## src/hdl/ucfc_pkg.sv

```systemverilog
`timescale 1ns / 1ps

package ucfc_pkg;

  localparam int unsigned FRAME_BYTES_DEF = 15;
  localparam int unsigned POS_W           = 6;
  localparam int unsigned REG_IDX_W       = 2;
  localparam int unsigned PAYLOAD_FIRST   = 6;
  localparam int unsigned PAYLOAD_LANES   = 8;
  localparam int unsigned FIRST_SUM_POS   = 2;
  localparam int unsigned ID_LOW_POS      = 3;
  localparam int unsigned ID_HIGH_POS     = 4;
  localparam int unsigned LENGTH_POS      = 5;
  localparam logic [7:0]  MAX_DLC         = 8'd8;

  typedef enum logic [2:0] {
    ST_OK     = 3'd0,
    ST_LENGTH = 3'd1,
    ST_START  = 3'd2,
    ST_TYPE   = 3'd3,
    ST_DLC    = 3'd4,
    ST_SUM    = 3'd5
  } status_e;

  typedef enum logic [REG_IDX_W-1:0] {
    REG_START_FIRST  = 2'd0,
    REG_START_SECOND = 2'd1,
    REG_COMMAND_TYPE = 2'd2
  } reg_idx_e;

  typedef enum logic {
    OP_BYTE = 1'b0,
    OP_IDLE = 1'b1
  } op_e;

  typedef struct packed {
    logic [7:0] start_first;
    logic [7:0] start_second;
    logic [7:0] command_type;
  } cfg_t;

  typedef struct packed {
    logic       opcode;
    logic [7:0] rx_byte;
  } item_t;

endpackage

```

## src/hdl/ucfc_out_if.sv

```systemverilog
`timescale 1ns / 1ps

interface ucfc_out_if;
  logic        valid;
  logic        ready;
  logic [2:0]  status;
  logic [15:0] can_id;
  logic [3:0]  length_code;
  logic [63:0] payload;

  modport source (output valid, output status, output can_id, output length_code,
                  output payload, input ready);
  modport sink (input valid, input status, input can_id, input length_code,
                input payload, output ready);
endinterface

```

## src/hdl/ucfc_check.sv

```systemverilog
`timescale 1ns / 1ps

module ucfc_check
  import ucfc_pkg::*;
#(
  parameter int unsigned FRAME_BYTES = FRAME_BYTES_DEF
) (
  input  logic       clk_i,
  input  logic       rst_ni,
  input  cfg_t       cfg_i,
  input  logic       item_valid_i,
  input  item_t      item_i,
  output logic       item_take_o,
  ucfc_out_if.source out_o
);

  localparam logic [POS_W-1:0] LastPos = POS_W'(FRAME_BYTES - 1);

  // chunk state
  logic [POS_W-1:0] pos_q, pos_d;
  logic [7:0]       xor_q, xor_d;
  status_e          err_q, err_d;
  logic [15:0]      id_q, id_d;
  logic [7:0]       len_q, len_d;
  logic [63:0]      pay_q, pay_d;

  // result register
  logic        res_valid_q, res_valid_d;
  status_e     res_status_q, res_status_d;
  logic [15:0] res_id_q, res_id_d;
  logic [3:0]  res_len_q, res_len_d;
  logic [63:0] res_pay_q, res_pay_d;

  logic       take;
  logic       emit;
  status_e    emit_status;
  logic [7:0] b;

  assign take        = item_valid_i && (!res_valid_q || out_o.ready);
  assign item_take_o = take;
  assign b           = item_i.rx_byte;

  always_comb begin
    pos_d       = pos_q;
    xor_d       = xor_q;
    err_d       = err_q;
    id_d        = id_q;
    len_d       = len_q;
    pay_d       = pay_q;
    emit        = 1'b0;
    emit_status = ST_OK;

    if (op_e'(item_i.opcode) == OP_IDLE) begin
      if (pos_q != '0) begin
        emit        = 1'b1;
        emit_status = ST_LENGTH;
      end
    end else begin
      if (pos_q == POS_W'(0)) begin
        if (b != cfg_i.start_first && err_d == ST_OK) err_d = ST_START;
      end else if (pos_q == POS_W'(1)) begin
        if (b != cfg_i.start_second && err_d == ST_OK) err_d = ST_START;
      end else if (pos_q == POS_W'(FIRST_SUM_POS)) begin
        if (b != cfg_i.command_type && err_d == ST_OK) err_d = ST_TYPE;
      end else if (pos_q == POS_W'(ID_LOW_POS)) begin
        id_d[7:0] = b;
      end else if (pos_q == POS_W'(ID_HIGH_POS)) begin
        id_d[15:8] = b;
      end else if (pos_q == POS_W'(LENGTH_POS)) begin
        len_d = b;
        if (b > MAX_DLC && err_d == ST_OK) err_d = ST_DLC;
      end
      for (int i = 0; i < PAYLOAD_LANES; i++) begin
        if (pos_q == POS_W'(PAYLOAD_FIRST + i)) pay_d[8*i +: 8] = b;
      end

      if (pos_q == LastPos) begin
        if (b != xor_q && err_d == ST_OK) err_d = ST_SUM;
        emit        = 1'b1;
        emit_status = err_d;
      end else begin
        if (pos_q >= POS_W'(FIRST_SUM_POS)) xor_d = xor_q ^ b;
        pos_d = pos_q + POS_W'(1);
      end
    end

    res_valid_d  = res_valid_q;
    res_status_d = res_status_q;
    res_id_d     = res_id_q;
    res_len_d    = res_len_q;
    res_pay_d    = res_pay_q;
    if (take) begin
      res_valid_d = emit;
      if (emit) begin
        res_status_d = emit_status;
        res_id_d     = id_d;
        res_len_d    = (len_d > MAX_DLC) ? MAX_DLC[3:0] : len_d[3:0];
        res_pay_d    = pay_d;
      end
    end else if (out_o.ready) begin
      res_valid_d = 1'b0;
    end

    // end of chunk starts a fresh one
    if (emit) begin
      pos_d = '0;
      xor_d = '0;
      err_d = ST_OK;
      id_d  = '0;
      len_d = '0;
      pay_d = '0;
    end
  end

  always_ff @(posedge clk_i or negedge rst_ni) begin
    if (!rst_ni) begin
      pos_q       <= '0;
      xor_q       <= '0;
      err_q       <= ST_OK;
      id_q        <= '0;
      len_q       <= '0;
      pay_q       <= '0;
      res_valid_q <= 1'b0;
    end else begin
      if (take) begin
        pos_q <= pos_d;
        xor_q <= xor_d;
        err_q <= err_d;
        id_q  <= id_d;
        len_q <= len_d;
        pay_q <= pay_d;
      end
      res_valid_q <= res_valid_d;
    end
  end

  always_ff @(posedge clk_i) begin
    res_status_q <= res_status_d;
    res_id_q     <= res_id_d;
    res_len_q    <= res_len_d;
    res_pay_q    <= res_pay_d;
  end

  assign out_o.valid       = res_valid_q;
  assign out_o.status      = res_status_q;
  assign out_o.can_id      = res_id_q;
  assign out_o.length_code = res_len_q;
  assign out_o.payload     = res_pay_q;

endmodule

```

## src/flat_wrapper.sv

```systemverilog
// flat-port wrapper written by rule: the top's interface ports become plain ports
module ucfc_check_flat import ucfc_pkg::*;
#(
  parameter int unsigned FRAME_BYTES = FRAME_BYTES_DEF
)
  (clk_i, rst_ni, cfg_i, item_valid_i, item_i, item_take_o, out_o_valid, out_o_status, out_o_can_id, out_o_length_code, out_o_payload, out_o_ready);
  ucfc_out_if out_o_i ();
  input  logic clk_i;
  input  logic rst_ni;
  input  cfg_t cfg_i;
  input  logic item_valid_i;
  input  item_t item_i;
  output logic item_take_o;
  output wire logic [$bits(out_o_i.valid)-1:0] out_o_valid;
  output wire logic [$bits(out_o_i.status)-1:0] out_o_status;
  output wire logic [$bits(out_o_i.can_id)-1:0] out_o_can_id;
  output wire logic [$bits(out_o_i.length_code)-1:0] out_o_length_code;
  output wire logic [$bits(out_o_i.payload)-1:0] out_o_payload;
  input wire logic [$bits(out_o_i.ready)-1:0] out_o_ready;
  assign out_o_valid = out_o_i.valid;
  assign out_o_status = out_o_i.status;
  assign out_o_can_id = out_o_i.can_id;
  assign out_o_length_code = out_o_i.length_code;
  assign out_o_payload = out_o_i.payload;
  assign out_o_i.ready = out_o_ready;
  ucfc_check #(.FRAME_BYTES(FRAME_BYTES)) u_core (.clk_i(clk_i), .rst_ni(rst_ni), .cfg_i(cfg_i), .item_valid_i(item_valid_i), .item_i(item_i), .item_take_o(item_take_o), .out_o(out_o_i));
endmodule
```

## config.mk

```make
export PLATFORM = sky130hd
export DESIGN_NAME = ucfc_check_flat
export DESIGN_NICKNAME = d
export VERILOG_FILES = /design/src/hdl/ucfc_pkg.sv /design/src/hdl/ucfc_out_if.sv /design/src/hdl/ucfc_check.sv /design/src/flat_wrapper.sv
export SDC_FILE = /design/constraint.sdc
export NUM_CORES = 1
export LEC_CHECK = 0
export ABC_AREA = 1
export BUFFER_PORTS_ARGS = -buffer_cell sky130_fd_sc_hd__buf_4
export CELL_PAD_IN_SITES_DETAIL_PLACEMENT = 1
export CELL_PAD_IN_SITES_GLOBAL_PLACEMENT = 1
export CORE_MARGIN = 1
export CORE_UTILIZATION = 30
export CTS_CLUSTER_DIAMETER = 80
export DETAILED_ROUTE_END_ITERATION = 8
export HOLD_SLACK_MARGIN = 0.12
export PLACE_DENSITY_LB_ADDON = 0.1
export SLEW_MARGIN = 20
export SYNTH_ARGS = -nofsm -noshare
export SYNTH_HDL_FRONTEND = slang
export SYNTH_SLANG_ARGS = --single-unit
```

## constraint.sdc

```tcl
create_clock -name clk_i -period 6.37 [get_ports clk_i]
set_input_delay 1.274 -clock clk_i [delete_from_list [all_inputs] [get_ports clk_i]]
set_output_delay 1.274 -clock clk_i [all_outputs]
set_load 0.01 [all_outputs]
```

[After elaboration in Yosys (flattened, before gate mapping)]
Cells that the tools add are included.
Word-level totals
  latch bits: 0
  word-level logic and storage cells: 110
  register bits after elaboration: 193
  memories: 0
  memory bits (read-only): 0
  bits in writable memories: 0
Cells by class
  bitwise logic cells: 1
  add/subtract/negate cells: 1
  eq/ne operators: 20
  reduce and logical (&&, ||, !) cells: 18
  order comparisons: 3
  div/mod/pow operators: 0
  shift operators: 0
  multiply operators: 0
  multiplexer cells: 56
Operator list (count)
  8-bit 2-to-1 mux: 23
  64-bit 2-to-1 mux: 2
  16-bit 2-to-1 mux: 5
  3-bit 2-to-1 mux: 17
  6-bit by 4-bit equality test with 1-bit output (second input constant): 7
  8-bit != test: 4
  6-bit by 3-bit equality test with 1-bit output (second input constant): 4
  6-bit 2-to-1 mux: 3
  8-bit by 4-bit greater-than comparator with 1-bit output (second input constant): 2
  6-bit by 2-bit equality test with 1-bit output (second input constant): 2
  8-bit bitwise XOR: 1
  6-bit by 1-bit adder with 6-bit output (second input constant): 1
  6-bit by 1-bit equality test with 1-bit output (second input constant): 1
  6-bit by 2-bit greater-or-equal comparator with 1-bit output (second input constant): 1
  1-bit logical AND: 6
  3-bit zero test: 2
  6-bit zero test: 1
  1-bit 2-to-1 mux: 6
  6-bit nonzero test: 1
  2-bit by 1-bit != test with 1-bit output (second input constant): 2
  2-bit AND reduction: 2
  4-bit AND reduction: 1
  2-bit nonzero test: 2
  3-bit AND reduction: 1
  2 further kinds: 2

[Longest topological paths before layout]
Gate-level depths: netlist of run 1.
  word-level depth: 16
  gate-level depth with buffers: 13
  mapped depth without buffers: 13

[Worst setup path before layout of run 1]
Ideal clock, no wire load.
  path kind: input port to output port
  start: input out_o_ready
  end: output item_take_o
  setup slack: 3096 ps
  buffers on the path: 1
  data required time: 5096 ps
  arrival time: 2000 ps
  stages on the path: 3
  path through: o21ai_4 inv_1 clkbuf_1
Between the ends
  cells in the longest elaborated chain, start to end: 2
Ends and longest elaborated chain
  from (decl): RTL line flat_wrapper.sv:19  | input wire logic [$bits(out_o_i.ready)-1:0] out_o_ready;
  1-bit logical OR: RTL line ucfc_check.sv:39  | assign take = item_valid_i && (!res_valid_q || out_o.ready);
  1-bit logical AND: RTL line ucfc_check.sv:39
  to (decl): RTL line flat_wrapper.sv:13  | output logic item_take_o;
No other way between the ends.

[Worst setup path after layout of run 1]
  start: input item_i[8] (netlist name)
  end: register u_core.res_status_q[0], in the netlist u_core.out_o.status[0], enable pin
Between the ends
  cells in the longest elaborated chain, start to end: 2
Ends and longest elaborated chain
  from (decl): RTL line flat_wrapper.sv:12  | input item_t item_i;
  1-bit 2-to-1 mux: RTL line ucfc_check.sv:53  | if (op_e'(item_i.opcode) == OP_IDLE) begin
  2-bit AND reduction (no line)
  to (signal assigned): RTL line ucfc_check.sv:138  | res_status_q <= res_status_d;
  to (decl): RTL line ucfc_check.sv:29  | status_e res_status_q, res_status_d;
No other way between the ends.
A chain may end at the register's enable or synchronous reset.

==> flow_metrics.py, run 1 <==
metrics = {
    "status": {
        "status": "complete, no violations",
    },
    "cts": {
        "numClockSinks": 193,
        "cts_buffers": 17,
        "post_cts_buffers": 0,
        "root_buffer": "clkbuf_16",
        "path_clk_slew_ns": 0.08,
        "cts_buffer_depth": 2,
        "tritoncts": "done",
        "cts_resized": 0,
        "htree_num_levels": 4,
        "clk_latency_ns": 0.44,
        "cts_hold_buf": 0,
    },
    "place": {
        "io_buffers": 125,
        "dp_slack_ns": 2.68,
        "place_congestion": 0.755,
        "dp_hpwl_um": 15500,
    },
    "sta": {
        "worstMarginPinSlew_ns": 0.957,
        "setup_viol": 0,
        "tns_ns": 0,
        "setup_ws_ns": 3.21,
        "hold_viol_final": 0,
        "rsz0062_at_grt": "no",
        "fmax_ghz": 0.316,
        "period_needed_ns": 3.16,
        "relSlewSlack": 0.362,
        "finalCritPeriodShare": 0.497,
        "skew_ns": 0.0152,
        "final_max_slew_viol_count": 0,
    },
    "critical_path": {
        "cp.required_ns": 6.44,
        "start_kind": "input port",
        "critical_path_class": "input port to flip-flop",
        "r2r_start": "u_core.pos_q[0]",
        "crit_start": "item_i[8]",
        "max_stage_delay_ns": 0.70,
        "worstSetupEndpointType": "flip-flop",
        "cpMaxStageDelayCell": "nor2_8",
        "cp_max_fo": 52,
        "worstPathArrival_ns": 3.23,
        "crit_chain": "buf_4 > inv_1 > nand2_4 > nand2_4 > inv_4 > nor2_8 > buf_4",
        "crit_family": "buffers and inverters",
        "crit_buf_inv": 4,
    },
    "power": {
        "ir_drop_mv": 0.157,
        "p_per_area_nw_per_um2": 354,
        "p_leak_nw": 5.04,
    },
    "grt": {
        "antenna_found_initial": 0,
        "grt_pass1_vias": 6503,
        "grt_use_total": 0.163,
        "grt_pass1_wl_um": 37700,
        "overflow": 0,
        "grt_max_degree": 73,
    },
    "die": {
        "core_um2": 28900,
        "rows": 62,
        "die-width_um": 174,
        "start_util": 0.308,
        "die_area_um2": 30400,
        "die-height_um": 174,
        "ioPinCount": 126,
    },
    "hold_path": {
        "min-delay-path-class": "flip-flop to flip-flop",
        "holdCritStartpoint": "u_core.pay_q[26]",
    },
    "synth": {
        "synth_area_leaders": "dfrtp_1, edfxtp_1, nand2_1, inv_1, o21a_1",
        "synth.most_common_cell": "nand2_1",
        "ys.flop_type": "dfrtp_1",
        "yosysTopAreaCellShare": 0.298,
        "synth.distinct_cells": 40,
        "syn_area_um2": 8900,
        "yosysTopAreaCell": "dfrtp_1",
        "syn_nets": 901,
        "syn_avg_cell_area_um2": 10.4,
        "synth_cells": 860,
        "synth.cells.most_frequent": "nand2_1, inv_1, dfrtp_1",
        "async_flop_share": 0.549,
        "ys_seq_area_frac": 0.591,
        "ys_ff_latch": 193,
        "synth_enable_flop_cells": 87,
        "yosys_warnings": 0,
    },
    "final_layout": {
        "finalNetCount": 1012,
        "antenna_cells": 0,
        "synthToLayoutAreaGrowth_pct": 19.9,
        "drive_gt1_frac": 0.223,
        "fill_cells": 3276,
    },
    "route": {
        "ant_nets": 0,
        "drt-pass1-iter-count": 6,
        "first_iter_violations": 299,
        "routed_wl_um": 23600,
        "vias": 6217,
        "wire_per_inst_um": 17.3,
        "post_drt_via_cell_ratio": 4.54,
        "drc": 0,
    },
    "job": {
        "drv_cap": 0,
    },
}
==> layout by cell type (no fill, tap or decap), types with 2 or more instances in the layout <==
cell / synthesis / final
nand2_1: 164 / 164
o21a_1: 48 / 48
nor2_8: 2 / 2
inv_1: 156 / 155
clkinv_4: 0 / 3
clkinv_2: 0 / 2
xor2_1: 6 / 6
clkbuf_16: 0 / 17
nand4_1: 4 / 4
o22ai_1: 57 / 57
nand3_1: 8 / 8
clkinvlp_4: 0 / 2
inv_6: 0 / 2
nand2_4: 3 / 3
inv_8: 0 / 3
dfrtp_1: 106 / 106
o21ai_2: 20 / 20
nand3_2: 2 / 2
o21ai_1: 14 / 14
inv_4: 2 / 2
xnor2_1: 20 / 20
buf_4: 4 / 129
nor2_4: 6 / 6
nor2_1: 21 / 21
nor3_4: 4 / 4
inv_2: 6 / 7
ha_1: 4 / 4
edfxtp_1: 87 / 87
nand2_2: 8 / 8
a32o_1: 2 / 2
o21ai_0: 33 / 33
nor3_1: 7 / 7
a22o_1: 16 / 16
a21oi_1: 8 / 8
==> layout make-up <==
type	instances	area, um2	share of cell area
clock inverters	14	149	0.0139
clock buffers	18	429	0.0402
flip-flops and latches	193	5270	0.493
well taps	384	480	0.0450
inverters	164	621	0.0581
multi-input cells	466	2770	0.259
repair buffers	129	968	0.0907
==> worst min-delay path, stage by stage, from the launching register on <==
cell and delay [ns]:
dfrtp_1 0.35, nand2_1 0.06, o21ai_2 0.05
==> per-stage QoR <==
step / hold WS (ns) / cells / power, mW / cell area [um2] / utilization
2_1_floorplan: 0.453 / 860 / 2.38 / 8900 / -
3_3_place_gp: 0.466 / 1336 / 2.74 / 10100 / 0.349
3_5_place_dp: 0.474 / 1336 / 2.76 / 10100 / 0.349
4_1_cts: 0.494 / 1368 / 3.85 / 10700 / 0.369
5_1_grt: 0.513 / 1368 / 4.01 / 10700 / 0.369
6_report: 0.490 / 1368 / 3.78 / 10700 / 0.369
==> power breakdown <==
part           switching (mW)  internal (mW)  leakage [nW]
logic                   0.693          0.384          2.47
registers              0.0792           1.55          2.29
clock network           0.519          0.554         0.279
==> worst paths after layout <==
kind	end	slack [ns]	depth (start not counted)
worst max-delay path	u_core.out_o.status[0]	3.21	7
worst min-delay path	u_core.pay_q[26]	0.49	2
worst max register to register	u_core.out_o.status[0]	3.30	9
worst min register to register	u_core.pay_q[26]	0.49	2
max in group asynchronous	u_core.pay_q[31]	4.30	2
min in group asynchronous	u_core.id_q[6]	0.95	1
==> state kept, by name (all words and copies together) (netlist names) <==
name,count
u_core.pay_q,64
u_core.xor_q,8
u_core.err_q,3
u_core.out_o.can_id,16
u_core.out_o.payload,64
u_core.out_o.length_code,4
u_core.len_q,8
u_core.out_o.status,3
u_core.id_q,16
u_core.out_o.valid,1
u_core.pos_q,6
==> layer usage <==
layer | global-route usage | part of all wire | vias to the layer above
met3 | 0.0289 | 0.029 | 17
met1 | 0.227 | 0.50 | 3041
li1 | - | - | 3064
met5 | 0 | 0 | -
met2 | 0.260 | 0.46 | 95
met4 | 0.0431 | 0.010 | 0
==> cells by family after synthesis <==
logic type / count (synthesis) / synth area share
XOR/XNOR: 26 / 0.0256
AND/OR/NAND/NOR: 236 / 0.128
AO/OA/AOI/OAI: 200 / 0.152
flip-flops: 193 / 0.591
adder cells (fa/ha/maj): 4 / 0.00562
buffers and inverters: 201 / 0.0979
Power figures use the tool's default switching activity.
==> run 2: changes to the inputs <==
Clock period 6.37 ns to 2.9 ns, I/O delays scaled along.
==> run 2 against run 1 <==
Register-to-register slack worse by 2.7 ns. Wire length up 1.0%. Non-clock buffer count up 10. Clock-buffer cell count down 1. Global-route usage up 0.35 points. Clock power up 140%. Combinational power up 120%. Total power up 130%. Highest routed layer unchanged.
==> flow_metrics.py, run 2 (same netlist as run 1, synthesis figures left out) <==
metrics = {
    "die": {
        "core_um2": 28900,
        "ioPinCount": 126,
        "die-width_um": 174,
        "die_area_um2": 30400,
        "start_util": 0.308,
        "die-height_um": 174,
        "rows": 62,
    },
    "route": {
        "ant_nets": 0,
        "post_drt_via_cell_ratio": 4.54,
        "drc": 0,
        "routed_wl_um": 23900,
        "drt-pass1-iter-count": 5,
        "first_iter_violations": 258,
        "wire_per_inst_um": 17.3,
        "vias": 6258,
    },
    "cts": {
        "tritoncts": "done",
        "post_cts_buffers": 0,
        "cts_buffer_depth": 2,
        "root_buffer": "clkbuf_16",
        "path_clk_slew_ns": 0.08,
        "cts_buffers": 17,
        "clk_latency_ns": 0.45,
        "cts_resized": 0,
        "numClockSinks": 193,
        "htree_num_levels": 4,
    },
    "status": {
        "status": "complete, no violations",
    },
    "sta": {
        "worstMarginPinSlew_ns": 0.692,
        "hold_viol_final": 0,
        "tns_ns": 0,
        "setup_viol": 0,
        "finalCritPeriodShare": 0.793,
        "fmax_ghz": 0.435,
        "skew_ns": 0.0147,
        "final_max_slew_viol_count": 0,
        "fin_hold_ws_ns": 0.348,
        "relSlewSlack": 0.537,
        "period_needed_ns": 2.30,
        "rsz0062_at_grt": "no",
    },
    "grt": {
        "grt_pass1_wl_um": 38400,
        "grt_pass1_vias": 6566,
        "grt_max_degree": 57,
        "overflow": 0,
        "antenna_found_initial": 0,
        "grt_use_total": 0.167,
    },
    "place": {
        "placedCellCount": 1345,
        "place_congestion": 0.796,
        "dp_hpwl_um": 16000,
        "io_buffers": 125,
    },
    "final_layout": {
        "final_core_util": 0.376,
        "drive_gt1_frac": 0.230,
        "synthToLayoutAreaGrowth_pct": 22.1,
        "antenna_cells": 0,
        "fin_cells": 1378,
        "final_cell_mix": "nand2_1, inv_1, buf_4",
        "finalNetCount": 1022,
        "layout_commonest_cell": "nand2_1",
    },
    "critical_path": {
        "worstPathArrival_ns": 2.59,
        "max_stage_delay_ns": 0.41,
        "cpMostUsedCell": "nand2_4",
        "cpMaxStageDelayCell": "dfrtp_1",
        "crit_family": "buffers and inverters",
        "crit_buf_inv": 3,
        "crit_chain": "inv_1 > ha_1 > nand2_1 > nor2_4 > nand2_4 > nand2_4 > nor2_8 > inv_4 > buf_4 > o22ai_1",
        "worstSetupEndpointType": "flip-flop",
        "cp.depth": 10,
        "start_kind": "flip-flop",
        "reg2regPathDepth": 10,
        "cp_max_fo": 33,
        "cp.required_ns": 3.19,
        "critical_path_class": "flip-flop to flip-flop",
    },
    "power": {
        "ir_drop_mv": 0.439,
        "p_per_area_nw_per_um2": 785,
        "p_leak_nw": 5.13,
    },
    "hold_path": {
        "min-delay-path-class": "input port to flip-flop",
        "hold_depth": 2,
    },
    "job": {
        "drv_cap": 0,
    },
}
## run 2: cell types whose count changed in the layout (fill, tap and decap cells not counted), moves of 2 or more
| cell | before | now |
|---|---|---|
| clkinv_4 | 3 | 1 |
| clkinv_2 | 2 | 0 |
| clkinv_8 | 1 | 5 |
| buf_4 | 129 | 134 |
| buf_12 | 0 | 4 |
## run 2: power by group
| group | leakage (nW) | switching [mW] | internal [mW] | total (mW) |
|---|---|---|---|---|
| clock network | 0.304 | 1.22 | 1.33 | 2.55 |
| registers | 2.29 | 0.179 | 3.40 | 3.58 |
| logic | 2.54 | 1.51 | 0.893 | 2.40 |
## run 2: worst reg2reg max path, stage by stage (launching register included)
cell and delay, ns:
dfrtp_1 0.41, inv_1 0.14, ha_1 0.24, nand2_1 0.12, nor2_4 0.17, nand2_4 0.09
nand2_4 0.12, nor2_8 0.08, inv_4 0.38, buf_4 0.29, o22ai_1 0.11
## run 2: metal layers
layer / vias up / GRT usage / wire length [um]
met5: - / 0 / 0
met4: 0 / 0.0428 / 272
met3: 19 / 0.0269 / 681
met2: 100 / 0.267 / 11100
met1: 3065 / 0.233 / 11800
li1: 3074 / - / -
## run 2: per-stage QoR
step	total power [mW]	worst slack, ns	area, um2
finish	8.54	0.600	10900
global route	9.06	0.384	10900
CTS	8.67	0.559	10900
detailed placement	6.09	0.567	10200
global placement	6.07	0.541	10200
floorplan	5.23	0.408	8900
## run 2: what timing repair did
item,4_1_cts,5_1_grt
hold endpoints to repair,28,0
endpoints found under the setup margin,0,0
hold buffers,1,0
## run 2: worst paths after layout
path | slack (ns) | endpoint | startpoint
worst max-delay path | 0.60 | u_core.pay_q[49] | u_core.pos_q[0]
worst min-delay path | 0.35 | u_core.out_o.valid | out_o_ready
worst max register to register | 0.60 | u_core.pay_q[49] | u_core.pos_q[0]
worst min register to register | 0.49 | u_core.pay_q[29] | u_core.pay_q[29]
max in group asynchronous | 1.54 | u_core.xor_q[3] | rst_ni
min in group asynchronous | 0.63 | u_core.id_q[6] | rst_ni
## run 2: layout make-up
cell class | count | area (um2)
tap | 384 | 480
multi-input combinational | 466 | 2770
fill | 3249 | 18100
timing repair buffer | 139 | 1100
sequential | 193 | 5270
clock buffer | 17 | 425
clock inverter | 15 | 216
inverter | 164 | 621
==> run 3: changes to the inputs <==
Clock period 2.9 ns to 2.33 ns, I/O delays scaled along.
==> run 3 against run 2 <==
First-iteration DRC count up 20%. Wire length up 4.8%. Sequential cell count did not move. Cell count rose by 1.2%. Critical path depth decreased by 2. Die area stayed put. Critical endpoint is now u_core.out_o.length_code[3]. Global-route usage grew 0.78 points. Cell area is 1.3% higher. Worst hold slack worse by 0.12 ns.
==> flow_metrics.py, run 3 (same netlist as run 1, synthesis figures left out) <==
metrics = {
    "hold_path": {
        "holdCritStartpoint": "out_o_ready",
        "holdPathEnd": "u_core.out_o.valid",
        "min-delay-path-class": "input port to flip-flop",
        "hold_depth": 2,
    },
    "route": {
        "ant_nets": 0,
        "vias": 6397,
        "post_drt_via_cell_ratio": 4.59,
        "wire_per_inst_um": 17.9,
        "drc": 0,
        "first_iter_violations": 309,
        "routed_wl_um": 25000,
        "drt-pass1-iter-count": 4,
    },
    "job": {
        "drv_cap": 0,
    },
    "grt": {
        "grt_pass1_vias": 6738,
        "overflow": 0,
        "grt_use_total": 0.175,
        "grt_pass1_wl_um": 40200,
        "antenna_found_initial": 0,
        "grt_max_degree": 57,
    },
    "cts": {
        "post_cts_buffers": 0,
        "numClockSinks": 193,
        "htree_num_levels": 4,
        "path_clk_slew_ns": 0.08,
        "root_buffer": "clkbuf_16",
        "cts_buffer_depth": 2,
        "cts_buffers": 17,
        "clk_latency_ns": 0.44,
        "tritoncts": "done",
    },
    "critical_path": {
        "r2r-end": "u_core.out_o.length_code[3]",
        "cp.required_ns": 2.50,
        "critical_path_class": "flip-flop to flip-flop",
        "cp_max_fo": 16,
        "reg2regPathDepth": 8,
        "crit_chain": "inv_1 > ha_1 > inv_1 > nor3_4 > nand2_4 > o21ai_1 > nand3_1 > nand3b_4",
        "max_stage_delay_ns": 0.44,
        "start_kind": "flip-flop",
        "rrSetupSlack_ns": 0.27,
        "r2r_start": "u_core.pos_q[1]",
        "cpMaxStageDelayCell": "dfrtp_1",
        "worstPathArrival_ns": 2.23,
        "cpMostUsedCell": "inv_1",
        "worstSetupEndpointType": "flip-flop",
    },
    "die": {
        "die-height_um": 174,
        "die_area_um2": 30400,
        "die-width_um": 174,
        "rows": 62,
        "core_um2": 28900,
        "start_util": 0.308,
        "ioPinCount": 126,
    },
    "final_layout": {
        "final_core_util": 0.381,
        "synthToLayoutAreaGrowth_pct": 23.7,
        "fin_cells": 1395,
        "fill_cells": 3249,
        "final_cell_mix": "nand2_1, inv_1, buf_4",
        "multi_input_area_um2": 2790,
        "drive_gt1_frac": 0.246,
        "seq_area_um2": 5270,
        "finalNetCount": 1039,
        "layout_commonest_cell": "nand2_1",
        "fin_area_um2": 11000,
        "antenna_cells": 0,
    },
    "place": {
        "placedCellCount": 1362,
        "dp_slack_ns": 0.174,
        "place_congestion": 0.826,
        "dpl_cell_area_um2": 10400,
        "dp_hpwl_um": 17400,
        "io_buffers": 125,
    },
    "sta": {
        "fin_hold_ws_ns": 0.227,
        "fmax_ghz": 0.486,
        "setup_ws_ns": 0.270,
        "tns_ns": 0,
        "period_needed_ns": 2.06,
        "setup_viol": 0,
        "final_max_slew_viol_count": 0,
        "worstMarginPinSlew_ns": 0.689,
        "finalCritPeriodShare": 0.884,
        "hold_viol_final": 0,
        "relSlewSlack": 0.541,
        "skew_ns": 0.0148,
    },
    "power": {
        "p_leak_nw": 5.23,
        "p_total_mw": 10.7,
        "p_per_area_nw_per_um2": 968,
        "ir_drop_mv": 0.476,
    },
    "status": {
        "status": "complete, no violations",
    },
}
## run 3: cell types whose count changed in the layout (fill, tap and decap cells not counted), moves of 2 or more
cell,before,now
buf_4,134,149
o21ai_1,14,17
nand2_4,3,5
inv_6,2,5
buf_12,4,6
o21ai_0,33,30
clkinv_8,5,3
## run 3: repair_timing
action | CTS | global route
hold endpoints to repair | 29 | 0
hold buffers | 1 | 0
resized for setup | 0 | 4
setup endpoints to repair | 0 | 4
## run 3: area by class of cell
cell class / instances / area share
Timing Repair Buffer: 156 / 0.113
Clock inverter: 14 / 0.0151
Sequential cell: 193 / 0.478
Clock buffer: 18 / 0.0399
Inverter: 164 / 0.0564
Multi-Input combinational cell: 466 / 0.254
Tap cell: 384 / 0.0436
## run 3: power breakdown
group	total, mW	switching (mW)	internal [mW]	leakage [nW]
clock network	3.05	1.49	1.57	0.294
logic	3.13	1.94	1.19	2.64
registers	4.47	0.238	4.24	2.29
total	10.7	3.66	7.00	5.23
## run 3: metal layers
layer,part of all wire,GRT usage,up-vias
li1,-,-,3111
met1,0.49,0.246,3154
met2,0.47,0.279,105
met3,0.024,0.0238,27
met4,0.015,0.0490,0
met5,0,0,-
## run 3: worst max path at each step
stage,startpoint,end,slack [ns],cells after the start
2_1_floorplan,u_core.pos_q[0],u_core.xor_q[0],-0.05,10
3_3_place_gp,u_core.pos_q[1],u_core.out_o.length_code[3],0.23,8
3_5_place_dp,u_core.pos_q[1],u_core.out_o.length_code[3],0.17,8
4_1_cts,u_core.pos_q[1],u_core.out_o.length_code[3],0.16,8
5_1_grt,u_core.pos_q[1],u_core.out_o.length_code[1],-0.007,9
6_report,u_core.pos_q[1],u_core.out_o.length_code[3],0.27,8
## run 3: critical path, delay by kind of cell, from the launching register on
family | cells | cell delay, ns
and+or+nand+nor | 4 | 0.71
adders and majority gates | 1 | 0.21
buffers and inverters | 2 | 0.24
DFF | 1 | 0.44
AOI/OAI and AO/OA | 1 | 0.20
